==> src/design/azl_pkg.sv <==
// Shared types, register codes and lookup tables for the angle zone locator.
`default_nettype none

package azl_pkg;

    // Fixed field widths of the transaction payloads and registers.
    localparam int ANGLE_W    = 10;
    localparam int BOUND_W    = 10;
    localparam int ZONE_W     = 3;
    localparam int SPEED_W    = 5;
    localparam int COUNT_W    = 4;
    localparam int TOL_W      = 3;
    localparam int CFG_IDX_W  = 3;
    localparam int CFG_DATA_W = 40;
    localparam int BOUNDS_LOW_W  = 4 * BOUND_W;
    localparam int BOUNDS_HIGH_W = 3 * BOUND_W;

    // Zone codes with special meaning for the lag detector.
    localparam logic [ZONE_W-1:0] ZONE_LAST         = 3'd7;
    localparam logic [ZONE_W-1:0] ZONE_NO_LAG_FIRST = 3'd6;

    // Configuration register indexes.
    typedef enum logic [CFG_IDX_W-1:0] {
        CFG_ZERO_ANGLE_A     = 3'd0,
        CFG_ZERO_ANGLE_B     = 3'd1,
        CFG_ZERO_ANGLE_C     = 3'd2,
        CFG_ZERO_TOLERANCE   = 3'd3,
        CFG_ZONE_BOUNDS_LOW  = 3'd4,
        CFG_ZONE_BOUNDS_HIGH = 3'd5
    } cfg_index_t;

    // Programmed register contents.
    typedef struct packed {
        logic [ANGLE_W-1:0]       zero_angle_a;
        logic [ANGLE_W-1:0]       zero_angle_b;
        logic [ANGLE_W-1:0]       zero_angle_c;
        logic [ANGLE_W-1:0]       zero_tolerance;
        logic [BOUNDS_LOW_W-1:0]  zone_bounds_low;
        logic [BOUNDS_HIGH_W-1:0] zone_bounds_high;
    } cfg_regs_t;

    // Input transaction payload.
    typedef struct packed {
        logic [ANGLE_W-1:0] angle;
        logic               step_level;
        logic               hold_level;
    } in_item_t;

    // Result transaction payload.
    typedef struct packed {
        logic [SPEED_W-1:0] speed_code;
        logic [ZONE_W-1:0]  zone;
        logic               lag_flag;
    } out_item_t;

    // Speed code selected by the confirmed zone.
    function automatic logic [SPEED_W-1:0] speed_for_zone(input logic [ZONE_W-1:0] zone);
        logic [SPEED_W-1:0] speed;
        case (zone)
            3'd1:    speed = 5'd9;
            3'd2:    speed = 5'd6;
            3'd3:    speed = 5'd3;
            3'd4:    speed = 5'd5;
            3'd5:    speed = 5'd4;
            default: speed = 5'd0;
        endcase
        return speed;
    endfunction

    // Allowed angle travel between step edges, by confirmed zone.
    function automatic logic [TOL_W-1:0] lag_tol_for_zone(input logic [ZONE_W-1:0] zone);
        logic [TOL_W-1:0] tol;
        case (zone)
            3'd4, 3'd5: tol = 3'd7;
            3'd7:       tol = 3'd0;
            default:    tol = 3'd4;
        endcase
        return tol;
    endfunction

endpackage

`default_nettype wire

==> src/design/azl_circ_dist.sv <==
// Circular distance between two angles on a full turn of 2^ANGLE_BITS.
`default_nettype none

module azl_circ_dist #(
    parameter int ANGLE_BITS = 10
) (
    input  wire logic [ANGLE_BITS-1:0] a,
    input  wire logic [ANGLE_BITS-1:0] b,
    output logic      [ANGLE_BITS-1:0] distance
);

    localparam int AW = ANGLE_BITS;
    localparam logic [AW-1:0] HALF = {1'b1, {(AW-1){1'b0}}};

    logic [AW-1:0] diff;

    // Absolute difference, folded back over the half turn.
    always_comb
    begin
        diff     = (a >= b) ? (a - b) : (b - a);
        distance = (diff > HALF) ? ({AW{1'b0}} - diff) : diff;
    end

endmodule

`default_nettype wire

==> src/design/azl_zone.sv <==
// Zero tracking, zone classification and zone debounce with its state.
`default_nettype none

module azl_zone
    import azl_pkg::*;
#(
    parameter int ANGLE_BITS      = 10,
    parameter int CONFIRM_SAMPLES = 10
) (
    input  wire logic                  clk,
    input  wire logic                  rst_n,
    input  wire logic                  en,
    input  wire logic [ANGLE_BITS-1:0] angle,
    input  wire cfg_regs_t             cfg,
    output logic      [ZONE_W-1:0]     zone
);

    localparam int AW    = ANGLE_BITS;
    localparam int CW    = ((AW > BOUND_W) ? AW : BOUND_W) + 2;
    localparam int THIRD = (2 ** AW) / 3;

    logic [AW-1:0] zero_a;
    logic [AW-1:0] zero_b;
    logic [AW-1:0] zero_c;
    logic [AW-1:0] dist_a;
    logic [AW-1:0] dist_b;
    logic [AW-1:0] dist_c;
    logic [AW-1:0] dist_cur;
    logic [AW-1:0] zero_sel;
    logic [AW-1:0] best_zero;
    logic [AW-1:0] best_dist;
    logic          snap;

    logic [BOUNDS_LOW_W+BOUNDS_HIGH_W-1:0] all_bounds;
    logic [1:0]            damper;
    logic signed [CW-1:0]  dist_s;
    logic signed [CW-1:0]  limit_s;
    logic [ZONE_W-1:0]     verify;
    logic [COUNT_W-1:0]    count_inc;

    logic [AW-1:0]      current_zero_reg;
    logic [AW-1:0]      current_zero_next;
    logic [ZONE_W-1:0]  candidate_zone_reg;
    logic [ZONE_W-1:0]  candidate_zone_next;
    logic [COUNT_W-1:0] confirm_count_reg;
    logic [COUNT_W-1:0] confirm_count_next;
    logic               hysteresis_on_reg;
    logic               hysteresis_on_next;
    logic [ZONE_W-1:0]  confirmed_zone_reg;
    logic [ZONE_W-1:0]  confirmed_zone_next;

    assign zero_a = AW'(cfg.zero_angle_a);
    assign zero_b = AW'(cfg.zero_angle_b);
    assign zero_c = AW'(cfg.zero_angle_c);

    // Distances from the sample to each calibrated zero.
    azl_circ_dist #(.ANGLE_BITS(AW)) u_dist_a (.a(zero_a), .b(angle), .distance(dist_a));
    azl_circ_dist #(.ANGLE_BITS(AW)) u_dist_b (.a(zero_b), .b(angle), .distance(dist_b));
    azl_circ_dist #(.ANGLE_BITS(AW)) u_dist_c (.a(zero_c), .b(angle), .distance(dist_c));

    // A zero within tolerance takes over; the last one in order wins.
    always_comb
    begin
        zero_sel = current_zero_reg;
        if (CW'(dist_a) < CW'(cfg.zero_tolerance))
        begin
            zero_sel = zero_a;
        end
        if (CW'(dist_b) < CW'(cfg.zero_tolerance))
        begin
            zero_sel = zero_b;
        end
        if (CW'(dist_c) < CW'(cfg.zero_tolerance))
        begin
            zero_sel = zero_c;
        end
    end

    azl_circ_dist #(.ANGLE_BITS(AW)) u_dist_cur (.a(zero_sel), .b(angle), .distance(dist_cur));

    // Nearest zero for the snap, ties going to the earlier zero.
    always_comb
    begin
        best_zero = zero_a;
        best_dist = dist_a;
        if (dist_b < best_dist)
        begin
            best_zero = zero_b;
            best_dist = dist_b;
        end
        if (dist_c < best_dist)
        begin
            best_zero = zero_c;
        end
        snap              = (dist_cur > AW'(THIRD));
        current_zero_next = snap ? best_zero : zero_sel;
    end

    // Zone classification: highest zone whose bound the distance exceeds.
    assign all_bounds = {cfg.zone_bounds_high, cfg.zone_bounds_low};
    assign damper     = hysteresis_on_reg ? 2'd2 : 2'd0;
    assign dist_s     = signed'(CW'(dist_cur));

    always_comb
    begin
        verify  = '0;
        limit_s = '0;
        for (int k = 1; k <= 7; k++)
        begin
            limit_s = signed'(CW'(all_bounds[BOUND_W*k-1 -: BOUND_W])) - signed'(CW'(damper));
            if (dist_s > limit_s)
            begin
                verify = ZONE_W'(k);
            end
        end
    end

    // Debounce: a zone is confirmed after enough equal samples in a row.
    assign count_inc = confirm_count_reg + 1'b1;

    always_comb
    begin
        candidate_zone_next = candidate_zone_reg;
        confirm_count_next  = confirm_count_reg;
        hysteresis_on_next  = hysteresis_on_reg;
        confirmed_zone_next = confirmed_zone_reg;
        if (verify == candidate_zone_reg)
        begin
            if (count_inc == COUNT_W'(CONFIRM_SAMPLES))
            begin
                hysteresis_on_next  = 1'b0;
                confirm_count_next  = '0;
                confirmed_zone_next = verify;
            end
            else
            begin
                confirm_count_next = count_inc;
            end
        end
        else
        begin
            if (candidate_zone_reg > verify)
            begin
                hysteresis_on_next = 1'b1;
            end
            candidate_zone_next = verify;
            confirm_count_next  = '0;
        end
    end

    assign zone = confirmed_zone_next;

    // Tracker state, updated once per transaction.
    always_ff @(posedge clk or negedge rst_n)
    begin
        if (!rst_n)
        begin
            current_zero_reg   <= '0;
            candidate_zone_reg <= '0;
            confirm_count_reg  <= '0;
            hysteresis_on_reg  <= 1'b0;
            confirmed_zone_reg <= '0;
        end
        else if (en)
        begin
            current_zero_reg   <= current_zero_next;
            candidate_zone_reg <= candidate_zone_next;
            confirm_count_reg  <= confirm_count_next;
            hysteresis_on_reg  <= hysteresis_on_next;
            confirmed_zone_reg <= confirmed_zone_next;
        end
    end

endmodule

`default_nettype wire

==> src/design/azl_lag.sv <==
// Step-edge lag detector and speed code selection with the detector state.
`default_nettype none

module azl_lag
    import azl_pkg::*;
#(
    parameter int ANGLE_BITS = 10
) (
    input  wire logic                  clk,
    input  wire logic                  rst_n,
    input  wire logic                  en,
    input  wire logic [ANGLE_BITS-1:0] angle,
    input  wire logic                  step_level,
    input  wire logic                  hold_level,
    input  wire logic [ZONE_W-1:0]     zone,
    output logic      [SPEED_W-1:0]    speed_code,
    output logic                       lag_flag
);

    localparam int AW = ANGLE_BITS;

    logic [TOL_W-1:0] tol;
    logic [AW-1:0]    start_dist;
    logic             run;

    logic          lag_armed_reg;
    logic          lag_armed_next;
    logic [AW-1:0] lag_start_angle_reg;
    logic [AW-1:0] lag_start_angle_next;
    logic          lag_result_reg;
    logic          lag_result_next;
    logic          expected_step_level_reg;
    logic          expected_step_level_next;

    assign tol = lag_tol_for_zone(zone);
    assign run = (zone != ZONE_LAST);

    // Travel since the step edge that armed the detector.
    azl_circ_dist #(.ANGLE_BITS(AW)) u_start_dist (
        .a        (lag_start_angle_reg),
        .b        (angle),
        .distance (start_dist)
    );

    // Hold low clears the detector; a step edge arms it or judges the travel.
    always_comb
    begin
        lag_armed_next           = lag_armed_reg;
        lag_start_angle_next     = lag_start_angle_reg;
        lag_result_next          = lag_result_reg;
        expected_step_level_next = expected_step_level_reg;
        if (!hold_level)
        begin
            lag_armed_next           = 1'b0;
            lag_start_angle_next     = angle;
            lag_result_next          = 1'b0;
            expected_step_level_next = 1'b0;
        end
        if (step_level != expected_step_level_next)
        begin
            if (lag_armed_next)
            begin
                if (start_dist > AW'(tol))
                begin
                    lag_armed_next           = 1'b0;
                    lag_result_next          = 1'b0;
                    expected_step_level_next = step_level;
                end
                else
                begin
                    lag_result_next = 1'b1;
                end
            end
            else
            begin
                lag_start_angle_next     = angle;
                expected_step_level_next = step_level;
                lag_armed_next           = 1'b1;
            end
        end
    end

    // Lag is never reported in the two top zones; lag forces speed to zero.
    assign lag_flag   = (zone < ZONE_NO_LAG_FIRST) && lag_result_next;
    assign speed_code = lag_flag ? '0 : speed_for_zone(zone);

    // Detector state, updated only when the detector runs for a transaction.
    always_ff @(posedge clk or negedge rst_n)
    begin
        if (!rst_n)
        begin
            lag_armed_reg           <= 1'b0;
            lag_start_angle_reg     <= '0;
            lag_result_reg          <= 1'b0;
            expected_step_level_reg <= 1'b0;
        end
        else if (en && run)
        begin
            lag_armed_reg           <= lag_armed_next;
            lag_start_angle_reg     <= lag_start_angle_next;
            lag_result_reg          <= lag_result_next;
            expected_step_level_reg <= expected_step_level_next;
        end
    end

endmodule

`default_nettype wire

==> src/design/angle_zone_locator_speed_select_core.sv <==
// Top level: register file, input register, zone stage, lag stage and result register.
`default_nettype none

// Angle zone locator with speed select. Each input transaction carries a shaft
// angle and the step and hold pin levels and produces exactly one result
// transaction with the speed code, the confirmed zone and the lag flag. The
// block is a three-register pipeline: an input register, a stage register after
// the zero tracking and zone debounce logic, and the result register after the
// lag detector. A new transaction is accepted every cycle while out_ready keeps
// the pipeline from backing up; the state feedback of each stage closes within
// that stage, so the one-per-cycle rate holds. Every stage moves independently,
// so the block keeps accepting input while a result waits for out_ready until
// all three registers are full. Configuration writes are always ready and must
// be issued only while the pipeline is empty.
module angle_zone_locator_speed_select_core
    import azl_pkg::*;
#(
    parameter int ANGLE_BITS      = 10,
    parameter int CONFIRM_SAMPLES = 10
) (
    input  wire logic                  clk,
    input  wire logic                  rst_n,
    input  wire logic                  in_valid,
    output logic                       in_ready,
    input  wire in_item_t              in_data,
    output logic                       out_valid,
    input  wire logic                  out_ready,
    output out_item_t                  out_data,
    input  wire logic                  cfg_valid,
    output logic                       cfg_ready,
    input  wire logic [CFG_IDX_W-1:0]  cfg_index,
    input  wire logic [CFG_DATA_W-1:0] cfg_data
);

    localparam int AW = ANGLE_BITS;

    cfg_regs_t cfg_reg;

    logic     s0_valid_reg;
    in_item_t s0_item_reg;
    logic     s1_valid_reg;
    logic [AW-1:0]     s1_angle_reg;
    logic              s1_step_reg;
    logic              s1_hold_reg;
    logic [ZONE_W-1:0] s1_zone_reg;
    logic      out_valid_reg;
    out_item_t out_item_reg;

    logic out_free;
    logic s1_ready;
    logic s0_move;
    logic s1_move;
    logic in_take;

    logic [ZONE_W-1:0]  zone_calc;
    logic [SPEED_W-1:0] speed_calc;
    logic               lag_calc;

    // Configuration register file; writes beyond the list are dropped.
    assign cfg_ready = 1'b1;

    always_ff @(posedge clk or negedge rst_n)
    begin
        if (!rst_n)
        begin
            cfg_reg <= '0;
        end
        else if (cfg_valid)
        begin
            case (cfg_index_t'(cfg_index))
                CFG_ZERO_ANGLE_A:     cfg_reg.zero_angle_a     <= cfg_data[ANGLE_W-1:0];
                CFG_ZERO_ANGLE_B:     cfg_reg.zero_angle_b     <= cfg_data[ANGLE_W-1:0];
                CFG_ZERO_ANGLE_C:     cfg_reg.zero_angle_c     <= cfg_data[ANGLE_W-1:0];
                CFG_ZERO_TOLERANCE:   cfg_reg.zero_tolerance   <= cfg_data[ANGLE_W-1:0];
                CFG_ZONE_BOUNDS_LOW:  cfg_reg.zone_bounds_low  <= cfg_data[BOUNDS_LOW_W-1:0];
                CFG_ZONE_BOUNDS_HIGH: cfg_reg.zone_bounds_high <= cfg_data[BOUNDS_HIGH_W-1:0];
                default:              cfg_reg <= cfg_reg;
            endcase
        end
    end

    // Pipeline flow control: a stage takes a transaction when empty or draining.
    assign out_free = !out_valid_reg || out_ready;
    assign s1_ready = !s1_valid_reg || out_free;
    assign in_ready = !s0_valid_reg || s1_ready;
    assign in_take  = in_valid && in_ready;
    assign s0_move  = s0_valid_reg && s1_ready;
    assign s1_move  = s1_valid_reg && out_free;

    always_ff @(posedge clk or negedge rst_n)
    begin
        if (!rst_n)
        begin
            s0_valid_reg  <= 1'b0;
            s1_valid_reg  <= 1'b0;
            out_valid_reg <= 1'b0;
        end
        else
        begin
            if (in_ready)
            begin
                s0_valid_reg <= in_valid;
            end
            if (s1_ready)
            begin
                s1_valid_reg <= s0_valid_reg;
            end
            if (out_free)
            begin
                out_valid_reg <= s1_valid_reg;
            end
        end
    end

    // Zone stage.
    azl_zone #(
        .ANGLE_BITS      (AW),
        .CONFIRM_SAMPLES (CONFIRM_SAMPLES)
    ) u_zone (
        .clk   (clk),
        .rst_n (rst_n),
        .en    (s0_move),
        .angle (AW'(s0_item_reg.angle)),
        .cfg   (cfg_reg),
        .zone  (zone_calc)
    );

    // Lag stage.
    azl_lag #(
        .ANGLE_BITS (AW)
    ) u_lag (
        .clk        (clk),
        .rst_n      (rst_n),
        .en         (s1_move),
        .angle      (s1_angle_reg),
        .step_level (s1_step_reg),
        .hold_level (s1_hold_reg),
        .zone       (s1_zone_reg),
        .speed_code (speed_calc),
        .lag_flag   (lag_calc)
    );

    // Payload registers of the three stages.
    always_ff @(posedge clk)
    begin
        if (in_take)
        begin
            s0_item_reg <= in_data;
        end
        if (s0_move)
        begin
            s1_angle_reg <= AW'(s0_item_reg.angle);
            s1_step_reg  <= s0_item_reg.step_level;
            s1_hold_reg  <= s0_item_reg.hold_level;
            s1_zone_reg  <= zone_calc;
        end
        if (s1_move)
        begin
            out_item_reg.speed_code <= speed_calc;
            out_item_reg.zone       <= s1_zone_reg;
            out_item_reg.lag_flag   <= lag_calc;
        end
    end

    assign out_valid = out_valid_reg;
    assign out_data  = out_item_reg;

endmodule

`default_nettype wire

==> config.mk <==
export PLATFORM = sky130hd
export DESIGN_NAME = angle_zone_locator_speed_select_core
export DESIGN_NICKNAME = d
export VERILOG_FILES = /design/src/design/azl_pkg.sv /design/src/design/azl_circ_dist.sv /design/src/design/azl_zone.sv /design/src/design/azl_lag.sv /design/src/design/angle_zone_locator_speed_select_core.sv
export SDC_FILE = /design/constraint.sdc
export NUM_CORES = 1
export LEC_CHECK = 0
export BUFFER_PORTS_ARGS = -buffer_cell sky130_fd_sc_hd__clkbuf_2
export CORE_UTILIZATION = 45
export DETAILED_ROUTE_END_ITERATION = 8
export GPL_ROUTABILITY_DRIVEN = 0
export PLACE_DENSITY = 0.62
export RECOVER_POWER = 50
export SKIP_CTS_REPAIR_TIMING = 1
export SYNTH_ARGS = -nofsm -noshare
export SYNTH_HDL_FRONTEND = slang
export SYNTH_SLANG_ARGS = --single-unit
==> constraint.sdc <==
create_clock -name clk -period 15.85 [get_ports clk]
set_input_delay 3.17 -clock clk [delete_from_list [all_inputs] [get_ports clk]]
set_output_delay 3.17 -clock clk [all_outputs]
set_load 0.01 [all_outputs]
# [After elaboration in Yosys (flattened, before gate mapping)]
# Cells that the tools add are included.
[totals] regBits=183 latch_bits=0 mem_bits_rw=0 mem_bits_ro=0 inputBits=60 out_inout_bits=12 wordCells=164 n_memories=0
[classes] add_sub_neg=23 n_mul=0 div_mod_pow=0 order_cmp=26 n_eq_ne=16 n_shift=0 muxes=48 bitwise=1 reduce_logical=22
[ops] cell="2-to-1 mux 10 bit" n=20
[ops] cell="subtractor 10 bit" n=10
[ops] cell="> comparator 11 x 12 -> 1 bit" n=7
[ops] cell="subtractor 10 x 2 -> 11 bit" n=7
[ops] cell=">= comparator 10 bit" n=5
[ops] cell="> comparator 10 bit, second input constant" n=5
[ops] cell="less-than comparator 10 bit" n=5
[ops] cell="subtractor 1 x 10 -> 10 bit, first input constant" n=5
[ops] cell="one-hot mux 4 bit (5 select lines)" n=1
[ops] cell="2-to-1 mux 3 bit" n=6
[ops] cell="equality test 3 bit, second input constant" n=5
[ops] cell="2-to-1 mux 1 bit" n=15
[ops] cell="AND reduction 2 bit" n=7
[ops] cell="equality test 3 x 2 -> 1 bit, second input constant" n=4
[ops] cell="> comparator 10 x 3 -> 1 bit" n=1
[ops] cell="> comparator 10 x 9 -> 1 bit, second input constant" n=1
[ops] cell="2-to-1 mux 4 bit" n=2
[ops] cell="equality test 3 x 1 -> 1 bit, second input constant" n=2
[ops] cell="2-to-1 mux 2 bit" n=3
[ops] cell="one-hot mux 3 bit (2 select lines)" n=1
[ops] cell="logical AND 1 bit" n=5
[ops] cell="adder 4 x 1 -> 4 bit, second input constant" n=1
[ops] cell="equality test 4 bit, second input constant" n=1
[ops] cell="equality test 3 bit" n=1
[ops] cell="12 further kinds" n=16

# [Depth between registers and ports, before layout]
# Gate-level depths: netlist of run 1.
[depth] depth_word=23 depth_mapped=63 mapped_depth_nobuf=61

# [By module]
# Synthesis of run 1 repeated with hierarchy kept, for this count alone.
[hier_totals] hier_cells=1983 area_unflattened_um2=18800.5
[modules_own_cells] mod="azl_zone" instances=1 cells_per_inst=749 area_each_um2=5923.2 seq_area_each_um2=525.5
[modules_own_cells] mod="angle_zone_locator_speed_select_core" instances=1 cells_per_inst=287 area_each_um2=5567.8 seq_area_each_um2=3908.7
[modules_own_cells] mod="azl_circ_dist (u_zone.u_dist_a ...)" instances=3 cells_per_inst=169 area_each_um2=1247.4 seq_area_each_um2=0.0
[modules_own_cells] mod="azl_circ_dist (u_lag.u_start_dist)" instances=1 cells_per_inst=194 area_each_um2=1496.4 seq_area_each_um2=0.0
[modules_own_cells] mod="azl_circ_dist (u_zone.u_dist_cur)" instances=1 cells_per_inst=175 area_each_um2=1301.2 seq_area_each_um2=0.0
[modules_own_cells] mod="azl_lag" instances=1 cells_per_inst=71 area_each_um2=769.5 seq_area_each_um2=325.3

# [Worst setup path before layout of run 1]
# OpenSTA, ideal clock, no wires.
[synth_path] kind="register -> register" startpoint="reg s0_item_reg[3] in the netlist's numbering" endpoint="reg u_zone.confirmed_zone_reg[2]" setup_time_ps=125 arrival_time_ps=12361 required_time_ps=15725 setup_slack_ps=3364 path_stages_with_launch=56 n_path_buf=2 period_less_slack_ps=12486 path_cell_list="edfxtp_1 -> inv_1 -> fa_1 -> a21o_1 -> a21o_1 -> a21o_1 -> a21o_1 -> a21oi_1 -> o21a_1 -> buf_4 -> mux2_1 -> xor2_1 -> nand4_1 -> nor4_2 -> o21ai_0 -> o31ai_1 -> inv_1 -> ha_1 -> (+20 left out) -> xnor2_1 -> ha_1 -> nor2b_1 -> o21a_1 -> o21a_1 -> o21ai_0 -> or3b_2 -> o31a_1 -> maj3_1 -> a21boi_1 -> o21ai_1 -> nor2b_1 -> a211oi_2 -> inv_1 -> ha_1 -> nand3_1 -> nor3_1 -> mux2_2"
[synth_between] elab_chain_cells=22 elab_cells_between_ends=51 cone_classes="add/sub: 12; order compare: 18; eq/ne: 1; mux: 20"
[synth_rtl] item="from (decl)" line="angle_zone_locator_speed_select_core.sv:40" source="in_item_t s0_item_reg;"
[synth_rtl] item="from (signal assigned)" line="angle_zone_locator_speed_select_core.sv:148" source="s0_item_reg <= in_data;"
[synth_rtl] item="subtractor 10 bit / >= comparator 10 bit (equally long branches)" line="azl_circ_dist.sv:20" source="diff = (a >= b) ? (a - b) : (b - a);"
[synth_rtl] item="2-to-1 mux 10 bit" line="azl_circ_dist.sv:20"
[synth_rtl] item="subtractor 1 x 10 -> 10 bit / > comparator 10 bit (equally long branches)" line="azl_circ_dist.sv:21" source="distance = (diff > HALF) ? ({AW{1'b0}} - diff) : diff;"
[synth_rtl] item="2-to-1 mux 10 bit" line="azl_circ_dist.sv:21"
[synth_rtl] item="less-than comparator 10 bit" line="azl_zone.sv:65" source="if (CW'(dist_a) < CW'(cfg.zero_tolerance))"
[synth_rtl] item="2-to-1 mux 10 bit" line="azl_zone.sv:65"
[synth_rtl] item="2-to-1 mux 10 bit" line="azl_zone.sv:69" source="if (CW'(dist_b) < CW'(cfg.zero_tolerance))"
[synth_rtl] item="2-to-1 mux 10 bit" line="azl_zone.sv:73" source="if (CW'(dist_c) < CW'(cfg.zero_tolerance))"
[synth_rtl] item="(+4 left out)"
[synth_rtl] item="> comparator 11 x 12 -> 1 bit" line="azl_zone.sv:111" source="if (dist_s > limit_s)"
[synth_rtl] item="2-to-1 mux 1 bit" line="azl_zone.sv:111"
[synth_rtl] item="2-to-1 mux 2 bit (2 in series)" line="azl_zone.sv:111"
[synth_rtl] item="2-to-1 mux 3 bit (3 in series)" line="azl_zone.sv:111"
[synth_rtl] item="2-to-1 mux 3 bit *" line="azl_zone.sv:111"
[synth_rtl] item="named net u_zone.verify[0]" line="azl_zone.sv:38" source="logic [ZONE_W-1:0] verify;"
[synth_rtl] item="equality test 3 bit *" line="azl_zone.sv:127" source="if (verify == candidate_zone_reg)"
[synth_rtl] item="2-to-1 mux 3 bit *" line="azl_zone.sv:127"
[synth_rtl] item="to (signal assigned)" line="azl_zone.sv:170" source="confirmed_zone_reg <= confirmed_zone_next;"
[synth_rtl] item="to (decl)" line="azl_zone.sv:49" source="logic [ZONE_W-1:0] confirmed_zone_reg;"
# The timed path passes the listed nets; every way through them passes the cells marked *.
# A chain may end at the register's enable or synchronous reset.

# [Worst setup path after layout of run 1]
# Ends and elaborated chain as after synthesis.

==> flow_metrics.py, run 1 <==
metrics = {
    "timing": {
        "tns_ns": 0,
        "slew_headroom_pct": -164,
        "tightest_slew_ns": 3.96,
        "grt_setup_unrepaired": "false",
        "hold_viol": 0,
        "period_needed_ns": 14.22,
        "fmax_ghz": 0.0703,
        "setup_viol": 0,
        "finalCritPeriodShare_pct": 89.7,
        "skew_ns": 0.0138,
        "final-max-slew-violation-count": 153,
    },
    "worst_setup_path": {
        "critical_path.startpoint_type": "register",
        "worstSetupPathType": "register to register",
        "end_kind": "register",
        "cpMostUsedCell": "o21a_1",
        "cpPeakStageDelay_ns": 0.74,
        "path_max_fanout": 10,
        "cp_slowest_cell": "xnor2_1",
        "required_ns": 16.19,
        "cp.arrival_ns": 14.57,
    },
    "synthesis": {
        "yosysWarnings": 0,
        "synth-seq-cells": 182,
        "synth_edf_count": 35,
        "synth.area.top_cells": "dfrtp_1, ha_1, mux2_2",
        "synthCells": 1887,
        "async_flop_share_pct": 80.8,
        "synth.largest_area_cell": "dfrtp_1",
        "ys.flop_type": "dfrtp_1",
        "synth_top_area_share_pct": 21.3,
        "seq_area_frac_synth_pct": 27.4,
        "yosysUniqueCellTypes": 114,
        "syn-num-nets": 2173,
        "syn-cell-area_mm2": 0.0173,
        "syn_avg_cell_area_um2": 9.16,
    },
    "die": {
        "die-area_mm2": 0.0392,
        "io_pins": 72,
        "core_mm2": 0.0378,
        "fp-row-count": 71,
        "die_height_um": 198,
        "fp.dieW_um": 198,
        "start_util_pct": 45.8,
    },
    "place": {
        "dpl.hpwl_um": 36800,
        "dpl_cell_area_mm2": 0.0182,
        "io_buffer_count": 69,
    },
    "cells_and_area": {
        "fin_area_mm2": 0.0187,
        "layout_commonest_cell": "ha_1",
        "drive_gt1_share_pct": 13.5,
        "syn_to_final_growth_pct": 8.30,
        "fin_nets": 2225,
        "fill_cells": 3502,
        "largest_reg_flops": 110,
        "mostFrequentLayoutCells": "ha_1, inv_1, dfrtp_1, nand2_1, nor2_1",
    },
    "worst_hold_path": {
        "hold_path.class": "register to register",
    },
    "clock_tree": {
        "cts_tree": "yes",
        "clkLatencyLatePin_ns": 0.46,
        "cts_buffers": 17,
        "cts_max_level": 4,
        "cts_sinks": 182,
        "path_clk_slew_ns": 0.08,
        "cts.path.max_buffers": 2,
        "cts-root-buf": "clkbuf_16",
    },
    "global_routing": {
        "gr-usage-all-layers_pct": 24.5,
        "grt_start_max_net_pins": 77,
        "antenna_found_initial": 0,
        "grt_pass1_wl_um": 74400,
        "grt_pass1_vias": 13700,
        "gr-total-overflow": 0,
    },
    "outcome": {
        "violations": "capacitance limit, slew limit",
        "outcome": "complete, but fails checks",
    },
    "routing": {
        "drc": 0,
        "first_iter_violations": 1194,
        "antenna_left": 0,
        "wl_um": 46900,
        "vias": 14100,
        "first_pass_iters": 5,
        "viasPerCell": 5.74,
        "post_drt_wl_per_cell_um": 19.0,
    },
    "job": {
        "max_cap_viol_count": 3,
    },
}
-- final cells by class --
| class | count | area, µm² | area share (%) |
|---|---|---|---|
| Antenna cell | 1 | 2.50 | 0.0134 |
| Inverter | 156 | 587 | 3.14 |
| Timing Repair Buffer | 85 | 442 | 2.36 |
| Tap cell | 511 | 639 | 3.42 |
| Clock inverter | 15 | 161 | 0.862 |
| Sequential cell | 182 | 4730 | 25.3 |
| Clock buffer | 17 | 425 | 2.27 |
| Multi-Input combinational cell | 1497 | 11700 | 62.7 |
-- routing by layer --
layer / part of all wire [%] / vias up / global-route usage (%)
met5: 0 / - / 0
met4: 3.0 / 0 / 9.04
met3: 5.0 / 83 / 3.08
met2: 46 / 373 / 40.0
met1: 46 / 6801 / 33.0
li1: - / 6885 / -
-- synth_stat cells (all sizes together), types with 5 or more instances --
cell type	n
and3	13
nor3	31
edfxtp	35
nand3	33
or4	8
o21a	33
a21o	52
o211ai	8
buf	19
and2	14
and4	7
nor4	22
a21boi	16
nand2	140
fa	10
nand2b	25
nor2b	29
o31ai	11
a22oi	5
a21oi	109
a31oi	18
a211oi	15
a221oi	7
or3	9
xnor2	88
ha	216
nand4	11
clkbuf	33
inv	155
o21ai	123
a2111oi	6
mux2i	69
o22ai	10
nor2	123
o21bai	5
xnor3	5
mux2	101
or2	8
xor2	40
nor3b	8
dfrtp	147
-- kinds of logic (layout without fill, tap and decap cells) --
| group | Yosys count | count (layout) | synth area share, % |
|---|---|---|---|
| and+or+nand+nor | 498 | 498 | 14.8 |
| xor gates and xnor gates | 133 | 133 | 7.44 |
| muxes | 170 | 170 | 10.6 |
| other | 2 | 3 | 0.0435 |
| DFF | 182 | 182 | 27.4 |
| adders and majority gates | 229 | 229 | 17.0 |
| AOI/OAI and AO/OA | 465 | 465 | 18.0 |
| buffers and inverters | 208 | 273 | 4.82 |
-- worst max-delay path: cells and delay by family, from the launching register on --
kind	cells	cell delay [ns]
and+or+nand+nor	10	2.84
adders and majority gates	6	2.29
buffers and inverters	5	0.98
xor gates and xnor gates	1	0.74
DFF	1	0.70
muxes	5	1.45
AOI/OAI and AO/OA	26	5.12
-- stage by stage --
stage | instances | hold WS (ns) | setup slack [ns] | util [%]
6_report | 2464 | 0.423 | 1.63 | 49.6
3_5_place_dp | 2431 | 0.405 | 1.76 | 48.1
3_3_place_gp | 2431 | 0.404 | 2.01 | 48.1
5_1_grt | 2463 | 0.432 | 0.596 | 49.6
4_1_cts | 2463 | 0.425 | 1.68 | 49.7
2_1_floorplan | 1887 | 0.400 | 3.36 | -
-- final timing paths --
kind,to,slack [ns],from,depth (start not counted)
worst max-delay path,u_zone.confirmed_zone_reg[2],1.63,s0_item_reg[3],53
worst min-delay path,s1_hold_reg,0.42,s0_item_reg[0],0
worst max register to register,u_zone.confirmed_zone_reg[2],1.63,s0_item_reg[3],53
worst min register to register,s1_hold_reg,0.42,s0_item_reg[0],0
max in group asynchronous,cfg_reg[84],9.21,rst_n,2
min in group asynchronous,cfg_reg[63],4.08,rst_n,1
Power of run 1 is not shown: default switching activity piles up to over one toggle a cycle in this logic, so the estimate is an artifact.
==> run 2: changes to the inputs <==
--- a/config.mk
+++ b/config.mk
@@ -5,11 +5,11 @@
 export SDC_FILE = /design/constraint.sdc
 export NUM_CORES = 1
 export LEC_CHECK = 0
-export BUFFER_PORTS_ARGS = -buffer_cell sky130_fd_sc_hd__clkbuf_2
+export BUFFER_PORTS_ARGS = -buffer_cell sky130_fd_sc_hd__buf_4
 export CORE_UTILIZATION = 45
 export DETAILED_ROUTE_END_ITERATION = 8
 export GPL_ROUTABILITY_DRIVEN = 0
-export PLACE_DENSITY = 0.62
+export PLACE_DENSITY = 0.65
 export RECOVER_POWER = 50
 export SKIP_CTS_REPAIR_TIMING = 1
 export SYNTH_ARGS = -nofsm -noshare
==> constraint.sdc (replaced) <==
create_clock -name clk -period 12.95 [get_ports clk]
set_input_delay 2.59 -clock clk [delete_from_list [all_inputs] [get_ports clk]]
set_output_delay 2.59 -clock clk [all_outputs]
set_load 0.01 [all_outputs]
==> flow_metrics.py, run 2 (synthesis results as in run 1) <==
metrics = {
    "outcome": {
        "outcome": "complete, but fails checks",
        "violations": "capacitance limit, slew limit",
    },
    "routing": {
        "antenna_left": 0,
        "post_drt_wl_per_cell_um": 19.3,
        "first_pass_iters": 6,
        "viasPerCell": 5.82,
        "vias": 14600,
        "wl_um": 48200,
        "first_iter_violations": 1081,
        "drc": 0,
    },
    "worst_setup_path": {
        "cpPeakStageDelay_ns": 0.55,
        "cp_slowest_cell": "or4_4",
        "critical_path.startpoint_type": "register",
        "worstSetupPathType": "register to register",
        "required_ns": 13.17,
        "cpMostUsedCell": "o21a_1",
        "critPathTopFamily": "compound AO/OA/AOI/OAI gates",
        "cp.arrival_ns": 12.56,
        "path_max_fanout": 10,
        "crit_buf_inv": 7,
        "end_kind": "register",
    },
    "global_routing": {
        "gr-usage-all-layers_pct": 24.9,
        "antenna_found_initial": 0,
        "grt_start_max_net_pins": 82,
        "gr-total-overflow": 0,
        "grt_pass1_vias": 14200,
        "grt_pass1_wl_um": 76100,
    },
    "clock_tree": {
        "cts-root-buf": "clkbuf_16",
        "path_clk_slew_ns": 0.08,
        "cts_tree": "yes",
        "clkLatencyLatePin_ns": 0.46,
        "cts_sinks": 182,
        "cts.path.max_buffers": 2,
        "cts_max_level": 4,
        "cts_buffers": 17,
    },
    "timing": {
        "fmax_ghz": 0.0810,
        "period_needed_ns": 12.34,
        "hold_viol": 0,
        "skew_ns": 0.0138,
        "setup_viol": 0,
        "slew_headroom_pct": -209,
        "tightest_slew_ns": 4.63,
        "final-max-slew-violation-count": 162,
        "finalCritPeriodShare_pct": 95.3,
    },
    "cells_and_area": {
        "fin_nets": 2262,
        "drive_gt1_share_pct": 15.8,
        "mostFrequentLayoutCells": "ha_1, inv_1, dfrtp_1, nand2_1, nor2_1",
        "diodes": 0,
        "largest_reg_flops": 110,
        "layout_commonest_cell": "ha_1",
        "syn_to_final_growth_pct": 11.4,
        "fin_area_mm2": 0.0193,
    },
    "die": {
        "start_util_pct": 45.8,
        "io_pins": 72,
        "core_mm2": 0.0378,
        "die-area_mm2": 0.0392,
        "die_height_um": 198,
        "fp-row-count": 71,
        "fp.dieW_um": 198,
    },
    "job": {
        "max_cap_viol_count": 3,
    },
    "place": {
        "io_buffer_count": 69,
        "dpl.hpwl_um": 37500,
        "dpl_cell_area_mm2": 0.0186,
    },
    "worst_hold_path": {
        "hold_path.class": "register to register",
    },
}
[run 2: cell types whose count changed in the layout (fill, tap and decap cells not counted), moves of 2 or more]
cell	delta
clkinv_8	-2
xnor2_2	+2
mux2i_2	+3
clkbuf_2	-65
a21oi_4	+2
clkbuf_4	+10
clkinv_4	+2
clkbuf_1	+2
inv_8	-2
inv_6	+2
xnor2_1	-2
buf_4	+89
a21oi_2	-2
mux2i_1	-4
[run 2: worst register-to-register path: cells and delay by family (launching register included)]
kind / cells / cell delay (ns)
AOI/OAI and AO/OA: 25 / 4.50
and+or+nand+nor: 11 / 2.44
adders and majority gates: 8 / 2.39
muxes: 5 / 1.22
buffers and inverters: 7 / 0.76
DFF: 1 / 0.40
xor gates and xnor gates: 2 / 0.40
[run 2: cell type report]
type                       instances  area (µm²)
clock buffer                      17         425
clock inverter                    15         139
fill                            3543       18500
inverter                         156         587
multi-input combinational       1497       11900
sequential                       182        4730
tap                              511         639
timing repair buffer             122         887
[run 2: through the flow]
| step | util [%] | TNS (ns) | std cells | hold WS, ns | setup slack (ns) |
|---|---|---|---|---|---|
| 3_3_place_gp | 49.2 | 0 | 2460 | 0.403 | 0.351 |
| 3_5_place_dp | 49.2 | 0 | 2460 | 0.407 | 0.125 |
| 5_1_grt | 51.0 | -0.0918 | 2500 | 0.440 | -0.0477 |
| 6_report | 51.0 | 0 | 2500 | 0.427 | 0.610 |
| 2_1_floorplan | - | 0 | 1887 | 0.400 | 0.464 |
| 4_1_cts | 50.7 | 0 | 2492 | 0.425 | 0.0561 |
[run 2: final timing paths]
kind | from | endpoint | slack, ns | depth (start not counted)
min in group asynchronous | rst_n | cfg_reg[74] | 3.78 | 1
max reg2reg | cfg_reg[100] | s1_zone_reg[2] | 0.61 | 58
min reg2reg | s0_item_reg[1] | s1_step_reg | 0.43 | 0
min | s0_item_reg[1] | s1_step_reg | 0.43 | 0
max in group asynchronous | rst_n | u_lag.lag_start_angle_reg[9] | 6.44 | 2
max | cfg_reg[100] | s1_zone_reg[2] | 0.61 | 58
[run 2: routing by layer]
layer | share of wire (%) | vias up | global-route usage, % | wire [µm]
met2 | 47 | 444 | 41.3 | 22500
met4 | 2.6 | 0 | 8.35 | 1250
met1 | 45 | 7087 | 33.2 | 21700
li1 | - | 6951 | - | -
met5 | 0 | - | 0 | 0
met3 | 5.7 | 76 | 3.68 | 2760
Power of run 2 is left out for the same reason.
==> run 3: changes to the inputs <==
--- a/config.mk
+++ b/config.mk
@@ -10,7 +10,7 @@
 export DETAILED_ROUTE_END_ITERATION = 8
 export GPL_ROUTABILITY_DRIVEN = 0
 export PLACE_DENSITY = 0.65
-export RECOVER_POWER = 50
+export SETUP_SLACK_MARGIN = 0.1
 export SKIP_CTS_REPAIR_TIMING = 1
 export SYNTH_ARGS = -nofsm -noshare
 export SYNTH_HDL_FRONTEND = slang
==> flow_metrics.py, run 3 (synthesis results as in run 1) <==
metrics = {
    "cells_and_area": {
        "seqCellArea_mm2": 0.00473,
        "largest_reg_flops": 110,
        "syn_to_final_growth_pct": 12.1,
        "fin_nets": 2264,
        "mostFrequentLayoutCells": "ha_1, inv_1, dfrtp_1, nand2_1, buf_4",
        "multiInputGateArea_mm2": 0.0119,
        "drive_gt1_share_pct": 16.8,
        "diodes": 0,
        "layout_commonest_cell": "ha_1",
        "fill_cells": 3527,
    },
    "worst_setup_path": {
        "reg2reg_depth": 58,
        "critPathTopFamily": "compound AO/OA/AOI/OAI gates",
        "cpPeakStageDelay_ns": 0.57,
        "crit_path_end": "s1_zone_reg[2]",
        "cp_slowest_cell": "or4_4",
        "r2r_end": "s1_zone_reg[2]",
        "critical_path.startpoint_type": "register",
        "rrSetupSlack_ns": 0.62,
        "cp-startpoint": "cfg_reg[80]",
        "end_kind": "register",
        "required_ns": 13.17,
        "cpMostUsedCell": "ha_1",
        "worstSetupPathType": "register to register",
        "cp.depth": 58,
        "path_max_fanout": 10,
        "r2r-start": "cfg_reg[80]",
        "cp.arrival_ns": 12.55,
        "crit_buf_inv": 5,
    },
    "place": {
        "dpl.hpwl_um": 37500,
        "io_buffer_count": 69,
    },
    "routing": {
        "antenna_left": 0,
        "first_iter_violations": 1208,
        "first_pass_iters": 5,
        "post_drt_wl_per_cell_um": 19.3,
        "drc": 0,
        "vias": 14600,
        "wl_um": 48300,
        "viasPerCell": 5.83,
    },
    "timing": {
        "setup_viol": 0,
        "fmax_ghz": 0.0811,
        "hold_viol": 0,
        "tightest_slew_ns": 0.888,
        "period_needed_ns": 12.33,
        "slew_headroom_pct": 40.8,
        "tns_ns": 0,
        "finalCritPeriodShare_pct": 95.2,
        "grt_setup_unrepaired": "false",
        "final-max-slew-violation-count": 0,
        "skew_ns": 0.0135,
    },
    "job": {
        "max_cap_viol_count": 0,
    },
    "global_routing": {
        "gr-total-overflow": 0,
        "antenna_found_initial": 0,
        "grt_pass1_wl_um": 76100,
        "grt_start_max_net_pins": 82,
        "gr-usage-all-layers_pct": 24.9,
        "grt_pass1_vias": 14200,
    },
    "clock_tree": {
        "cts_tree": "yes",
        "clkLatencyLatePin_ns": 0.46,
        "cts_max_level": 4,
        "cts-root-buf": "clkbuf_16",
        "cts_sinks": 182,
        "cts.path.max_buffers": 2,
        "cts_buffers": 17,
        "path_clk_slew_ns": 0.08,
    },
    "die": {
        "fp.dieW_um": 198,
        "die-area_mm2": 0.0392,
        "io_pins": 72,
        "die_height_um": 198,
        "fp-row-count": 71,
        "core_mm2": 0.0378,
        "start_util_pct": 45.8,
    },
    "worst_hold_path": {
        "hp-start": "s0_item_reg[1]",
        "hold_path.class": "register to register",
    },
    "outcome": {
        "outcome": "completed",
    },
}
[run 3: cell types whose count changed in the layout (fill, tap and decap cells not counted), moves of 2 or more]
cell      change
buf_6         +2
clkbuf_4     -10
clkbuf_1     -11
nor4bb_1      -2
buf_4        +21
nor4bb_2      +2
[run 3: cell type report]
type                            instances  share of cell area, %
Inverter                              156                   3.03
Sequential cell                       182                   24.4
Multi-Input combinational cell       1497                   61.4
Tap cell                              511                   3.30
Clock buffer                           17                   2.20
Clock inverter                         15                  0.717
Timing Repair Buffer                  124                   4.91
[run 3: how the worst min path moves through the flow]
stage          slack (ns)  cells past startpoint          end
3_3_place_gp         0.40                      0  s1_step_reg
5_1_grt              0.44                      0  s1_step_reg
6_report             0.43                      0  s1_step_reg
4_1_cts              0.42                      0  s1_step_reg
2_1_floorplan        0.40                      0  s1_hold_reg
3_5_place_dp         0.41                      0  s1_step_reg
[run 3: per-stage QoR]
step           hold WS, ns  worst slack [ns]  util (%)  instance area, µm²  instances
5_1_grt              0.440            0.0400      51.3               19400       2502
3_3_place_gp         0.403             0.351      49.2               18600       2460
3_5_place_dp         0.407             0.125      49.2               18600       2460
2_1_floorplan        0.400             0.464         -               17300       1887
4_1_cts              0.425            0.0561      50.7               19100       2492
6_report             0.427             0.622      51.3               19400       2502
[run 3: layer usage]
metal  global-route usage (%)  part of all wire (%)
met3                     3.68                   6.0
met1                     33.2                    44
met2                     41.3                    47
met5                        0                     0
met4                     8.35                   2.5
Power of run 3 is left out for the same reason.
